### src/design/fcb_pkg.sv
// Shared types, hash constants and a helper function for the fingerprint collision block.
`timescale 1ns / 1ps

package fcb_pkg;

    localparam logic [63:0] FP_SALT   = 64'h0000_5050_4d44_3136;
    localparam logic [63:0] MIX_ADD   = 64'h9e37_79b9_7f4a_7c15;
    localparam logic [63:0] MIX_MUL_A = 64'hbf58_476d_1ce4_e5b9;
    localparam logic [63:0] MIX_MUL_B = 64'h94d0_49bb_1331_11eb;

    localparam int unsigned MAX_MATCH = 32;
    localparam logic [5:0]  NO_FIT    = 6'd33;

    // Number of registered stages between input acceptance and the operation queue.
    localparam int unsigned FRONT_STAGES = 5;

    // One classified item as it travels from the front to the back.
    typedef struct packed {
        logic       restart;
        logic       include_req;
        logic [5:0] need;
    } t_op;

    // Fewest low bits that separate two fingerprints, given their low-word difference.
    // All 32 bits equal means even 32 bits are not enough.
    function automatic logic [5:0] need_from_diff(input logic [MAX_MATCH-1:0] diff);
        logic [5:0] n;
        n = NO_FIT;
        for (int i = MAX_MATCH - 1; i >= 0; i--) begin
            if (diff[i]) begin
                n = 6'(i + 1);
            end
        end
        return n;
    endfunction

endpackage

### src/design/fcb_back.sv
// Back part: applies classified items to the running result and holds the output beat.
`timescale 1ns / 1ps

module fcb_back
    import fcb_pkg::*;
(
    input  logic       i_clk,
    input  logic       i_rst_n,
    input  logic       i_q_empty,
    input  t_op        i_q_data,
    output logic       o_q_pop,
    output logic       o_empty,
    input  logic       i_pop,
    output logic [5:0] o_needed_bits
);

    logic [5:0] r_running;
    logic [5:0] r_out;
    logic       r_out_vld;
    logic [5:0] base;
    logic [5:0] n_running;

    // The output register frees up in the same cycle as its beat is taken.
    assign o_q_pop = !i_q_empty && (!r_out_vld || i_pop);

    always_comb begin
        base      = i_q_data.restart ? '0 : r_running;
        n_running = (i_q_data.include_req && (i_q_data.need > base)) ? i_q_data.need : base;
    end

    always_ff @(posedge i_clk) begin
        if (!i_rst_n) begin
            r_running <= '0;
            r_out_vld <= 1'b0;
        end else if (o_q_pop) begin
            r_running <= n_running;
            r_out_vld <= 1'b1;
        end else if (i_pop) begin
            r_out_vld <= 1'b0;
        end
    end

    always_ff @(posedge i_clk) begin
        if (o_q_pop) begin
            r_out <= n_running;
        end
    end

    assign o_empty       = !r_out_vld;
    assign o_needed_bits = r_out;

endmodule
### config.mk
export PLATFORM = sky130hd
export DESIGN_NAME = fcb_back
export DESIGN_NICKNAME = d
export VERILOG_FILES = /design/src/design/fcb_pkg.sv /design/src/design/fcb_back.sv
export SDC_FILE = /design/constraint.sdc
export NUM_CORES = 1
export LEC_CHECK = 0
export BUFFER_PORTS_ARGS = -buffer_cell sky130_fd_sc_hd__buf_2
export CAP_MARGIN = 10
export CORE_MARGIN = 3
export CORE_UTILIZATION = 35
export DETAILED_ROUTE_END_ITERATION = 8
export GPL_TIMING_DRIVEN = 0
export PLACE_DENSITY_LB_ADDON = 0.05
export SYNTH_ARGS = -nofsm -noshare
export SYNTH_HDL_FRONTEND = slang
export SYNTH_SLANG_ARGS = --single-unit
### constraint.sdc
create_clock -name i_clk -period 6.1 [get_ports i_clk]
set_clock_uncertainty 0.15 [all_clocks]
set_input_delay 0.305 -clock i_clk [delete_from_list [all_inputs] [get_ports i_clk]]
set_output_delay 0.305 -clock i_clk [all_outputs]
set_load 0.02 [all_outputs]
# Word level (Yosys, flattened, before mapping)
# Index checks and enable logic that the tools add are counted.
# totals
elab_cells,14
register_bits,13
# op_classes
magnitude_cmp,1
reduce_logical,6
mux,4
# op_table
operator,n
6-bit 2-to-1 mux,2
6-bit greater-than comparator,1
1-bit logical AND,2
1-bit logical NOT,2
1-bit 2-to-1 mux,2
2-bit nonzero test,1
1-bit logical OR,1

# Logic depth before layout (Yosys ltp)
# logic_depth
ltp_word,4
depth_mapped,8

# Worst setup path after synthesis
# No wires, ideal clock.
# synth_path
kind,input to register
from,input port i_q_data[7] (netlist name)
to,"register r_out[1], in the netlist o_needed_bits[1], data pin"
setup_ps,254
arrival_ps,1621
path_buffers,1
setup_slack_ps,4075
stages,7
cell_sequence,nand2b_1 -> ha_1 -> and4_4 -> a31o_4 -> a31oi_4 -> buf_6 -> o21ai_2
# synth_between
elab_chain_cells,4
# synth_lines
item,line,text
"start, declared",fcb_back.sv:10,"input t_op i_q_data,"
6-bit 2-to-1 mux (*),fcb_back.sv:27,base = i_q_data.restart ? '0 : r_running;
6-bit greater-than comparator,fcb_back.sv:28,n_running = (i_q_data.include_req && (i_q_data.need > base)) ? i_q_data.need : base;
1-bit logical AND,fcb_back.sv:28,
6-bit 2-to-1 mux (*),fcb_back.sv:28,
named net n_running[1],fcb_back.sv:21,logic [5:0] n_running;
"end signal, assigned",fcb_back.sv:45,r_out <= n_running;
"end, declared",fcb_back.sv:18,logic [5:0] r_out;
# The timed path passes the listed nets; every way through them passes the cells marked *.
# A chain may end at the register's enable or synchronous reset.

# Worst setup path after layout
# layout_path
from,register r_running[1]
to,"register r_out[3], in the netlist o_needed_bits[3], data pin"
# layout_between
elab_chain_cells,4
# layout_lines
item,line,text
"start, declared",fcb_back.sv:17,logic [5:0] r_running;
"start signal, assigned",fcb_back.sv:36,r_running <= n_running;
6-bit 2-to-1 mux,fcb_back.sv:27,
6-bit greater-than comparator,fcb_back.sv:28,
1-bit logical AND,fcb_back.sv:28,
6-bit 2-to-1 mux,fcb_back.sv:28,
named net n_running[3],fcb_back.sv:21,
# The timed path passes the listed nets, and every way through them passes these cells.

==> results.yml <==
placed_design:
  dp_hpwl_mm: 1.24
  place_area_um2: 893
  gp_congestion: 0.764
  place_ws_ns: 3.77
  place_inst: 122
  port_buffers: 19
floorplan:
  dieArea_mm2: 0.00278
  die_h_um: 52.7
  rows: 16
  fp.dieW_um: 52.7
  core_area_mm2: 0.00202
  start_util: 0.378
  ioPinCount: 20
timing:
  setup_tns_ns: 0
  worst_slack_ns: 3.97
  period_needed_ns: 2.13
  slew_headroom: 0.747
  hold_viol: 0
  tightest_slew_ns: 0.379
  fin_crit_sh: 0.349
  grt_setup_unrepaired: "no"
  setup_viol: 0
  fmax_ghz: 0.470
  maxSlewViolCount: 0
drt:
  top_layer_used: "met4"
  met2_length_um: 747
  avgRoutedWirePerCell_um: 12.4
  via_count: 625
  wirelength_mm: 1.56
  antenna_left: 0
  drc_errors: 0
  wl_met1_um: 727
  wl_met3_um: 72
  viasPerCell: 4.96
  initialDrtViolationCount: 9
  drtPass1Iterations: 3
clock_network:
  cts_tree: "done"
  cts.sinks: 13
  ctsResizeCount: 0
  numCtsBuffers: 3
  postCtsSetupBuffers: 0
  worst_skew_pair.late_latency_ns: 0.27
  clk_pin_slew_ns: 0.09
  hold_buffers: 0
  htreeDepth: 1
  ctsRootBufferMaster: "clkbuf_4"
  cts.path.max_buffers: 2
job:
  maxCapViolations: 0
global_route:
  grt_pass1_wl_mm: 2.70
  overflow: 0
  grt_pass1_vias: 600
  antenna_found_initial: 0
  grt_max_degree: 15
  grt_use_total: 0.135
yosys:
  synth.distinct_cells: 22
  syn-mean-instance-area_um2: 10.1
  yosysTopAreaCell: "edfxtp_1"
  synth_warnings: 0
  syn_inst: 76
  synth_seq_cells: 13
  syn-num-nets: 94
  yosysSeqAreaShare: 0.419
  netlist_top_cells_area: "edfxtp_1 (24%), dfxtp_1 (18%), ha_1 (9.8%), o21ai_2 (5.7%), o211ai_1 (4.9%)"
  synth_area_um2: 764
  synth_top_area_share: 0.236
pwr:
  ir_worst_vdd_mv: 0.110
  power_density_mw_per_mm2: 211
  leakagePower_nw: 0.376
  power_uw: 194
layout:
  fin_area_um2: 920
  fillers: 206
  diodes: 0
  syn2layout_area_growth_pct: 20.3
  drive_gt1_frac: 0.343
  finalNonFillerCells: 126
  layout.nets: 118
setup_path:
  crit_chain: "nand2b_1, ha_1, nor2b_1, o21ai_1, a31oi_4, buf_6, nand2_1, o21ai_2"
  critPathArrivalTime_ns: 2.01
  startpoint_type: "register"
  required_ns: 5.98
  cp_num_buf_inv: 1
  critPathCaptureType: "register"
  slowest_delay_ns: 0.34
  slowest_stage: "dfxtp_1"
  crit_type: "reg2reg"
  cp_top_family: "compound AO/OA/AOI/OAI gates"
  cp_max_fo: 10
run_status:
  run_status: "finished, final reports clean"
worst_hold_path:
  hold_class: "in2reg"
[flip-flops by register name (all words and copies together), names as in the netlist]
name and count:
r_out_vld 1, o_needed_bits 6, r_running 6
[layer usage]
layer,GRT usage,up-vias
li1,-,326
met1,0.176,285
met2,0.211,12
met3,0.0256,2
met4,0.0638,0
met5,0,-
[layout make-up]
cell class,count,area (um^2),area share
multi-input cells,56,409,0.445
repair buffers,19,95.1,0.103
flip-flops and latches,13,320,0.348
clock buffers,4,26.3,0.0286
plain buffers,2,16.3,0.0177
inverters,5,18.8,0.0204
well taps,27,33.8,0.0367
[metrics by stage]
stage,hold WS (ns),util
after CTS,0.149,0.455
after detailed placement,0.325,0.442
final,0.165,0.455
after global placement,0.326,0.442
after global routing,0.150,0.455
after floorplan,0.301,-
[Yosys cell counts]
| master | count |
|---|---|
| a31o_4 | 2 |
| a21o_1 | 1 |
| nor2b_1 | 4 |
| buf_2 | 1 |
| a31oi_4 | 1 |
| inv_2 | 1 |
| inv_1 | 4 |
| o21ai_2 | 5 |
| nand2_1 | 8 |
| nand3_1 | 7 |
| o211ai_1 | 5 |
| or2_1 | 1 |
| buf_6 | 1 |
| a21oi_1 | 6 |
| nor2_1 | 1 |
| o21ai_1 | 2 |
| and4_4 | 1 |
| dfxtp_1 | 7 |
| nand2b_1 | 5 |
| ha_1 | 6 |
| a31oi_1 | 1 |
| edfxtp_1 | 6 |
[report_power, final]
group / total [mW] / switching, mW / internal (mW)
Clock: 0.0534 / 0.0281 / 0.0253
Sequential: 0.0982 / 0.00145 / 0.0968
Combinational: 0.0426 / 0.0259 / 0.0167
[tightest hold or removal path: cells and delay by family]
family | cells | cell delay [ns]
compound gates | 1 | 0.06
buf+inv | 1 | 0.12
simple gates | 1 | 0.07
[cells by family after synthesis]
logic type               Yosys count  share of synthesized area
AO/OA/AOI/OAI                     23                      0.250
adder cells (fa/ha/maj)            6                     0.0982
buffers and inverters              7                     0.0458
flip-flops                        13                      0.419
AND/OR/NAND/NOR                   27                      0.187
[layout by cell type, fill, tap and decap left out]
cell	n
buf_2	20
o21ai_2	5
o21ai_1	2
inv_1	4
inv_2	1
clkbuf_1	1
a31oi_1	1
or2_1	1
nand3_1	7
edfxtp_1	6
a31o_4	2
clkbuf_4	3
nand2b_1	5
nand2_1	8
a31oi_4	1
and4_4	1
a21oi_1	6
ha_1	6
dfxtp_1	7
buf_6	1
nor2_1	1
o211ai_1	5
a21o_1	1
nor2b_1	4
[path summary, 6_finish.rpt]
kind / slack, ns / startpoint / cells past startpoint / end
worst max-delay path: 3.97 / r_running[1] / 8 / o_needed_bits[3]
worst min-delay path: 0.17 / i_q_data[5] / 3 / r_running[5]
worst max register to register: 3.97 / r_running[1] / 8 / o_needed_bits[3]
worst min register to register: 0.33 / r_running[0] / 2 / r_running[0]
Note: power is estimated with default switching activity, not from simulation.
