## config.mk

```make
export PLATFORM = sky130hd
export DESIGN_NAME = fcb_queue
export DESIGN_NICKNAME = d
export VERILOG_FILES = /design/src/design/fcb_pkg.sv /design/src/design/fcb_queue.sv
export SDC_FILE = /design/constraint.sdc
export NUM_CORES = 1
export LEC_CHECK = 0
export BUFFER_PORTS_ARGS = -buffer_cell sky130_fd_sc_hd__buf_2
export CAP_MARGIN = 20
export CORE_AREA = 2 2 71 106
export CTS_CLUSTER_DIAMETER = 150
export DETAILED_ROUTE_END_ITERATION = 8
export DIE_AREA = 0 0 73 108
export GPL_TIMING_DRIVEN = 0
export SETUP_SLACK_MARGIN = 0.02
export SLEW_MARGIN = 20
export SYNTH_ARGS = -nofsm -noshare
export SYNTH_HDL_FRONTEND = slang
export SYNTH_SLANG_ARGS = --single-unit
```

## constraint.sdc

```tcl
create_clock -name i_clk -period 2 [get_ports i_clk]
set_clock_uncertainty 0.15 [all_clocks]
set_input_delay 0.4 -clock i_clk [delete_from_list [all_inputs] [get_ports i_clk]]
set_output_delay 0.4 -clock i_clk [all_outputs]
set_load 0.01 [all_outputs]
```

## src/design/fcb_pkg.sv

```systemverilog
// Shared types, hash constants and a helper function for the fingerprint collision block.
`timescale 1ns / 1ps

package fcb_pkg;

    localparam logic [63:0] FP_SALT   = 64'h0000_5050_4d44_3136;
    localparam logic [63:0] MIX_ADD   = 64'h9e37_79b9_7f4a_7c15;
    localparam logic [63:0] MIX_MUL_A = 64'hbf58_476d_1ce4_e5b9;
    localparam logic [63:0] MIX_MUL_B = 64'h94d0_49bb_1331_11eb;

    localparam int unsigned MAX_MATCH = 32;
    localparam logic [5:0]  NO_FIT    = 6'd33;

    // Number of registered stages between input acceptance and the operation queue.
    localparam int unsigned FRONT_STAGES = 5;

    // One classified item as it travels from the front to the back.
    typedef struct packed {
        logic       restart;
        logic       include_req;
        logic [5:0] need;
    } t_op;

    // Fewest low bits that separate two fingerprints, given their low-word difference.
    // All 32 bits equal means even 32 bits are not enough.
    function automatic logic [5:0] need_from_diff(input logic [MAX_MATCH-1:0] diff);
        logic [5:0] n;
        n = NO_FIT;
        for (int i = MAX_MATCH - 1; i >= 0; i--) begin
            if (diff[i]) begin
                n = 6'(i + 1);
            end
        end
        return n;
    endfunction

endpackage

```

## src/design/fcb_queue.sv

```systemverilog
// Small first-in first-out queue of classified operations between front and back.
`timescale 1ns / 1ps

module fcb_queue
    import fcb_pkg::*;
#(
    parameter int DEPTH = 8
) (
    input  logic i_clk,
    input  logic i_rst_n,
    input  logic i_push,
    input  t_op  i_data,
    input  logic i_pop,
    output logic o_empty,
    output t_op  o_data
);

    localparam int AW = (DEPTH > 1) ? $clog2(DEPTH) : 1;
    localparam int CW = $clog2(DEPTH + 1);

    t_op           r_mem [DEPTH];
    logic [AW-1:0] r_wr_ptr;
    logic [AW-1:0] r_rd_ptr;
    logic [CW-1:0] r_count;
    logic [AW-1:0] n_wr_ptr;
    logic [AW-1:0] n_rd_ptr;

    function automatic logic [AW-1:0] ptr_inc(input logic [AW-1:0] p);
        logic [AW-1:0] q;
        q = (p == AW'(DEPTH - 1)) ? '0 : p + 1'b1;
        return q;
    endfunction

    always_comb begin
        n_wr_ptr = i_push ? ptr_inc(r_wr_ptr) : r_wr_ptr;
        n_rd_ptr = i_pop  ? ptr_inc(r_rd_ptr) : r_rd_ptr;
    end

    always_ff @(posedge i_clk) begin
        if (!i_rst_n) begin
            r_wr_ptr <= '0;
            r_rd_ptr <= '0;
            r_count  <= '0;
        end else begin
            r_wr_ptr <= n_wr_ptr;
            r_rd_ptr <= n_rd_ptr;
            if (i_push && !i_pop) begin
                r_count <= r_count + 1'b1;
            end else if (!i_push && i_pop) begin
                r_count <= r_count - 1'b1;
            end
        end
    end

    always_ff @(posedge i_clk) begin
        if (i_push) begin
            r_mem[r_wr_ptr] <= i_data;
        end
    end

    assign o_empty = (r_count == '0);
    assign o_data  = r_mem[r_rd_ptr];

endmodule

```

== After elaboration in Yosys (flattened, before gate mapping) ==
Memories as Yosys holds them, arrays and structs flattened. A register that Yosys moved wholly into a read port is not among the register bits.
Index checks and enable logic that the tools add are counted.
Widths: inputs -> output; s select.

* Register bits: 10
* Memory bits (writable): 64
* Input port bits: 12
* Output and inout port bits: 9
* Word-level logic and storage cells: 24
* Memories kept: 1

* Add/subtract/negate cells: 4
* Eq/ne operators: 2
* Muxes and demuxes: 8
* Reduce and logical (&&, ||, !) cells: 6

{| class="wikitable"
|+ Memory list
! name !! words !! width !! rd ports !! clocked after Yosys merged registers in !! write ports !! RTL line !! source
|-
| r_mem || 8 || 8 || 1 || 1 || 1 || fcb_queue.sv:21 || <nowiki>t_op r_mem [DEPTH];</nowiki>
|}

{| class="wikitable"
|+ Operators by type and width
! operator !! number
|-
| $mux 3 || 4
|-
| $mux 4 || 2
|-
| $add 3x1->3 const B || 2
|-
| $eq 3x3->1 const B || 2
|-
| $add 4x1->4 const B || 1
|-
| $logic_not 4->1 || 1
|-
| $sub 4x1->4 const B || 1
|-
| $logic_and 1x1->1 || 2
|-
| $logic_not 1->1 || 2
|-
| $mux 1 || 2
|-
| $reduce_bool 2->1 || 1
|}

== Longest topological paths before layout ==
* Depth in word-level cells: 4
* Gate-level depth with buffers: 8
* Gate-level depth less buffers: 8

== Worst setup path before layout ==
Ideal clock, no wire load.

* Kind: register to output
* From: register with a tool-made name
* To: output port o_data[1] (netlist name)
* Arrival: 1381 ps
* Data required time: 1450 ps
* Setup slack: 69 ps
* Stages on the path, launching flop included: 5
* Buffers on the path: 2
* Cells stage by stage: dfxtp_1 -> buf_6 -> buf_12 -> mux4_1 -> mux2_2

{| class="wikitable"
|+ RTL lines
! item !! RTL line !! source
|-
| end, declared || fcb_queue.sv:15 || <nowiki>output t_op o_data</nowiki>
|}

==> impl_metrics.prom <==
# TYPE chip_impl_metric gauge
chip_impl_metric{name="timing.final.crit_period",unit="ns"} 2.39
chip_impl_metric{name="detailed_place_hpwl",unit="mm"} 3.74
chip_impl_metric{name="layout_setup_ws",unit="ns"} -0.392
chip_impl_info{name="layout_commonest_cell",value="edfxtp_1"} 1
chip_impl_info{name="top_family_by_delay_on_critical_path",value="multiplexers"} 1
chip_impl_metric{name="power.share.combinational",unit="%"} 11.6
chip_impl_metric{name="placed_cells",unit=""} 266
chip_impl_info{name="outcome",value="complete, but fails checks"} 1
chip_impl_info{name="timing_worst_setup_path_type",value="reg2out"} 1
chip_impl_metric{name="cts_hold_buffers",unit=""} 0
chip_impl_metric{name="power.share.switching",unit="%"} 22.6
chip_impl_metric{name="relSlewSlack",unit="%"} 36.6
chip_impl_metric{name="total_power",unit="mW"} 3.15
chip_impl_metric{name="grt_start_max_net_pins",unit=""} 12
chip_impl_metric{name="route.detailed.vias_per_inst",unit=""} 5.53
chip_impl_metric{name="tightestPinTransition",unit="ns"} 0.948
chip_impl_metric{name="fp.dieH",unit="microns"} 108
chip_impl_metric{name="cellLeakagePower",unit="nW"} 1.23
chip_impl_metric{name="crit_path_max_incr_delay",unit="ns"} 0.49
chip_impl_metric{name="drt_iter0_markers",unit=""} 196
chip_impl_metric{name="h-tree-depth",unit=""} 3
chip_impl_metric{name="syn_nets",unit=""} 186
chip_impl_metric{name="worstSkewPairLatency",unit="ns"} 0.35
chip_impl_metric{name="worst-path-max-fanout",unit=""} 4
chip_impl_metric{name="fillers",unit=""} 572
chip_impl_metric{name="worst_ep_required_time",unit="ns"} 1.45
chip_impl_metric{name="groute.usage.overall",unit="%"} 16.5
chip_impl_info{name="synth.top_cells.by_area",value="edfxtp_1 61%, mux4_1 13%, dfxtp_1 8.3%"} 1
chip_impl_info{name="tritoncts",value="built"} 1
chip_impl_metric{name="power.share.sequential",unit="%"} 57.9
chip_impl_metric{name="ys_warn_count",unit=""} 0
chip_impl_metric{name="routed_wl",unit="mm"} 5.82
chip_impl_metric{name="drt.antenna.violating_nets",unit=""} 0
chip_impl_metric{name="yosys.cell_types.count",unit=""} 28
chip_impl_metric{name="finalNonFillerCells",unit=""} 284
chip_impl_metric{name="floorplan.die_area",unit="sq mm"} 0.00788
chip_impl_info{name="yosysTopAreaCell",value="edfxtp_1"} 1
chip_impl_metric{name="maxCapViolations",unit=""} 0
chip_impl_metric{name="layout-drive-gt1-share",unit="%"} 32.5
chip_impl_metric{name="power_density",unit="mW/mm^2"} 884
chip_impl_info{name="worstSetupStartpointType",value="register"} 1
chip_impl_metric{name="global_route.overflow_total",unit=""} 0
chip_impl_info{name="violations_in_the_final_reports",value="setup timing"} 1
chip_impl_metric{name="final_nets",unit=""} 221
chip_impl_metric{name="area_share_of_the_largest_cell_type_after_synthesis",unit="%"} 61.5
chip_impl_metric{name="first_global_vias",unit=""} 1669
chip_impl_metric{name="grt_pass1_wl",unit="mm"} 9.14
chip_impl_metric{name="area_growth",unit="%"} 14.0
chip_impl_metric{name="dieWidth",unit="microns"} 73
chip_impl_metric{name="timing.final.hold_violations",unit=""} 0
chip_impl_info{name="hold_path.class",value="in2reg"} 1
chip_impl_metric{name="port_buffers",unit=""} 20
chip_impl_metric{name="cts.sinks",unit=""} 77
chip_impl_metric{name="worstPathArrival",unit="ns"} 1.84
chip_impl_info{name="timing.critical_path.cells",value="buf_6 > buf_8 > mux4_2 > mux2_4 > buf_6"} 1
chip_impl_metric{name="fp-row-count",unit=""} 37
chip_impl_metric{name="drtPass1Iterations",unit=""} 4
chip_impl_metric{name="drv_slew",unit=""} 0
chip_impl_metric{name="synth_seq_area_share",unit="%"} 69.8
chip_impl_metric{name="timing.hold.ws",unit="ns"} 0.165
chip_impl_info{name="commonest_cells_after_routing_fill_and_taps_aside",value="64 x edfxtp_1, 16 x mux4_2, 12 x buf_2, 11 x dfxtp_1, 10 x buf_6"} 1
chip_impl_metric{name="clk_transition_reported_paths",unit="ns"} 0.07
chip_impl_info{name="setup.worst_path.end_class",value="output pin"} 1
chip_impl_metric{name="sum_of_buffers_and_inverters_on_the_critical_path",unit=""} 3
chip_impl_metric{name="numCtsBuffers",unit=""} 9
chip_impl_metric{name="routed-via-count",unit=""} 1570
chip_impl_info{name="crit_slowest_cell",value="mux4_2"} 1
chip_impl_info{name="unrepaired_setup_endpoints_after_global_routing",value="yes"} 1
chip_impl_metric{name="syn-instance-count",unit=""} 166
chip_impl_info{name="critical-path-top-cell-by-count",value="buf_6"} 1
chip_impl_metric{name="timing.final.crit_share",unit="%"} 120
chip_impl_metric{name="avgSynthCellArea",unit="sq um"} 18.8
chip_impl_metric{name="initial_cell_density_of_the_core",unit="%"} 45.3
chip_impl_metric{name="synthesis.area",unit="sq mm"} 0.00313
chip_impl_metric{name="p_int",unit="mW"} 2.44
chip_impl_metric{name="grt_antenna_before_repair",unit=""} 0
chip_impl_metric{name="report.final.setup_viol",unit=""} 8
chip_impl_metric{name="p_sw",unit="mW"} 0.712
chip_impl_metric{name="share_clk_of_total_power",unit="%"} 30.5
chip_impl_metric{name="globalplace.congestion",unit=""} 0.680
chip_impl_metric{name="fmaxAchievable",unit="MHz"} 418
chip_impl_info{name="ctsRootBufferMaster",value="clkbuf_8"} 1
chip_impl_metric{name="synth.ff_latch_count",unit=""} 77
chip_impl_metric{name="boundaryPins",unit=""} 21
chip_impl_metric{name="cts_buffer_depth",unit=""} 2
chip_impl_metric{name="core_region_area",unit="sq mm"} 0.00690
chip_impl_metric{name="wl_per_cell",unit="microns"} 20.5
chip_impl_metric{name="detail_route.drc_violations",unit=""} 0
chip_impl_metric{name="power.ir.vdd_worst",unit="mV"} 0.392
chip_impl_metric{name="antenna-diode-count",unit=""} 0
## layout make-up
class	count	area [sq um]	area share, %
Sequential cell	77	2190	61.4
Timing Repair Buffer	25	219	6.14
Clock buffer	14	143	4.00
Tap cell	78	97.6	2.74
Inverter	3	11.3	0.316
Buffer	6	50.0	1.40
Multi-Input combinational cell	79	846	23.7
Clock inverter	2	10.0	0.281
## state kept, by name (all words and copies together) (netlist names), named ones only
register	count
r_mem	64
r_count	4
r_wr_ptr	3
r_rd_ptr	3
## layer usage
| metal | part of all wire, % | global-route usage, % | vias up |
|---|---|---|---|
| met3 | 3.2 | 5.03 | 10 |
| li1 | - | - | 721 |
| met2 | 54 | 27.0 | 34 |
| met5 | 0 | 0 | - |
| met4 | 2.1 | 7.01 | 0 |
| met1 | 40 | 20.1 | 805 |
## per-stage QoR
stage	TNS [ns]	worst slack, ns	cell area (sq um)	util, %
3_5_place_dp	-4.13	-0.401	3350	48.5
2_1_floorplan	0	0.0687	3130	-
6_report	-3.06	-0.392	3560	51.7
5_1_grt	-3.53	-0.452	3560	51.7
3_3_place_gp	-9.20	-0.409	3320	48.2
4_1_cts	-3.25	-0.413	3560	51.6
## worst reg2reg max path, cell delays in order (launching register included)
cell      delay (ns)
dfxtp_1         0.39
nand2b_1        0.19
nor2_1          0.74
## cell families after synthesis
kind of cell    after synthesis  share of synthesized area (%)
fa+ha+maj                     8                           3.44
mux                          28                           17.5
flops                        77                           69.8
xor+xnor                      2                          0.561
simple gates                 33                           5.24
buf+inv                      10                           2.00
compound gates                8                           1.44
## worst paths after layout
| path | from | endpoint | slack (ns) | cells after the start |
|---|---|---|---|---|
| worst max-delay path | register | o_data[3] | -0.39 | 5 |
| worst min-delay path | i_data[1] | r_mem[5][1]$_DFFE_PP_ | 0.16 | 1 |
| worst max register to register | r_wr_ptr[2]$_SDFFE_PN0P_ | r_mem[2][2]$_DFFE_PP_ | 0.15 | 2 |
| worst min register to register | r_count[3]$_SDFFE_PN0P_ | r_count[3]$_SDFFE_PN0P_ | 0.33 | 2 |
## synth_stat cells
| library cell | number |
|---|---|
| mux4_2 | 1 |
| clkbuf_1 | 3 |
| dfxtp_1 | 13 |
| a211oi_1 | 1 |
| a31oi_1 | 1 |
| nand2_1 | 7 |
| edfxtp_1 | 64 |
| buf_6 | 1 |
| buf_12 | 1 |
| and2_1 | 4 |
| inv_1 | 3 |
| ha_1 | 7 |
| o22ai_1 | 1 |
| a21oi_1 | 3 |
| nand3_1 | 1 |
| nor3_1 | 3 |
| nor4_1 | 1 |
| nor2b_1 | 5 |
| buf_2 | 1 |
| xnor2_1 | 2 |
| mux4_1 | 15 |
| buf_1 | 1 |
| mux2i_1 | 4 |
| nand2b_1 | 4 |
| fa_1 | 1 |
| nor2_1 | 8 |
| o21ai_0 | 2 |
| mux2_2 | 8 |
## power by group through the flow
stage	Clock (mW)	Combinational, mW	Sequential [mW]
finish	0.962	0.366	1.82
global route	1.06	0.401	1.83
CTS	0.985	0.373	1.82
detailed placement	0	0.317	1.85
global placement	0	0.293	1.85
floorplan	0	0.211	1.84
## repair_timing
action | CTS | global route
pin swaps | 0 | 0
cloned | 1 | 0
gates resized for setup | 33 | 1
setup endpoints to repair | 8 | 8
buffers inserted | 2 | 0
(Power assumes the default switching activity.)
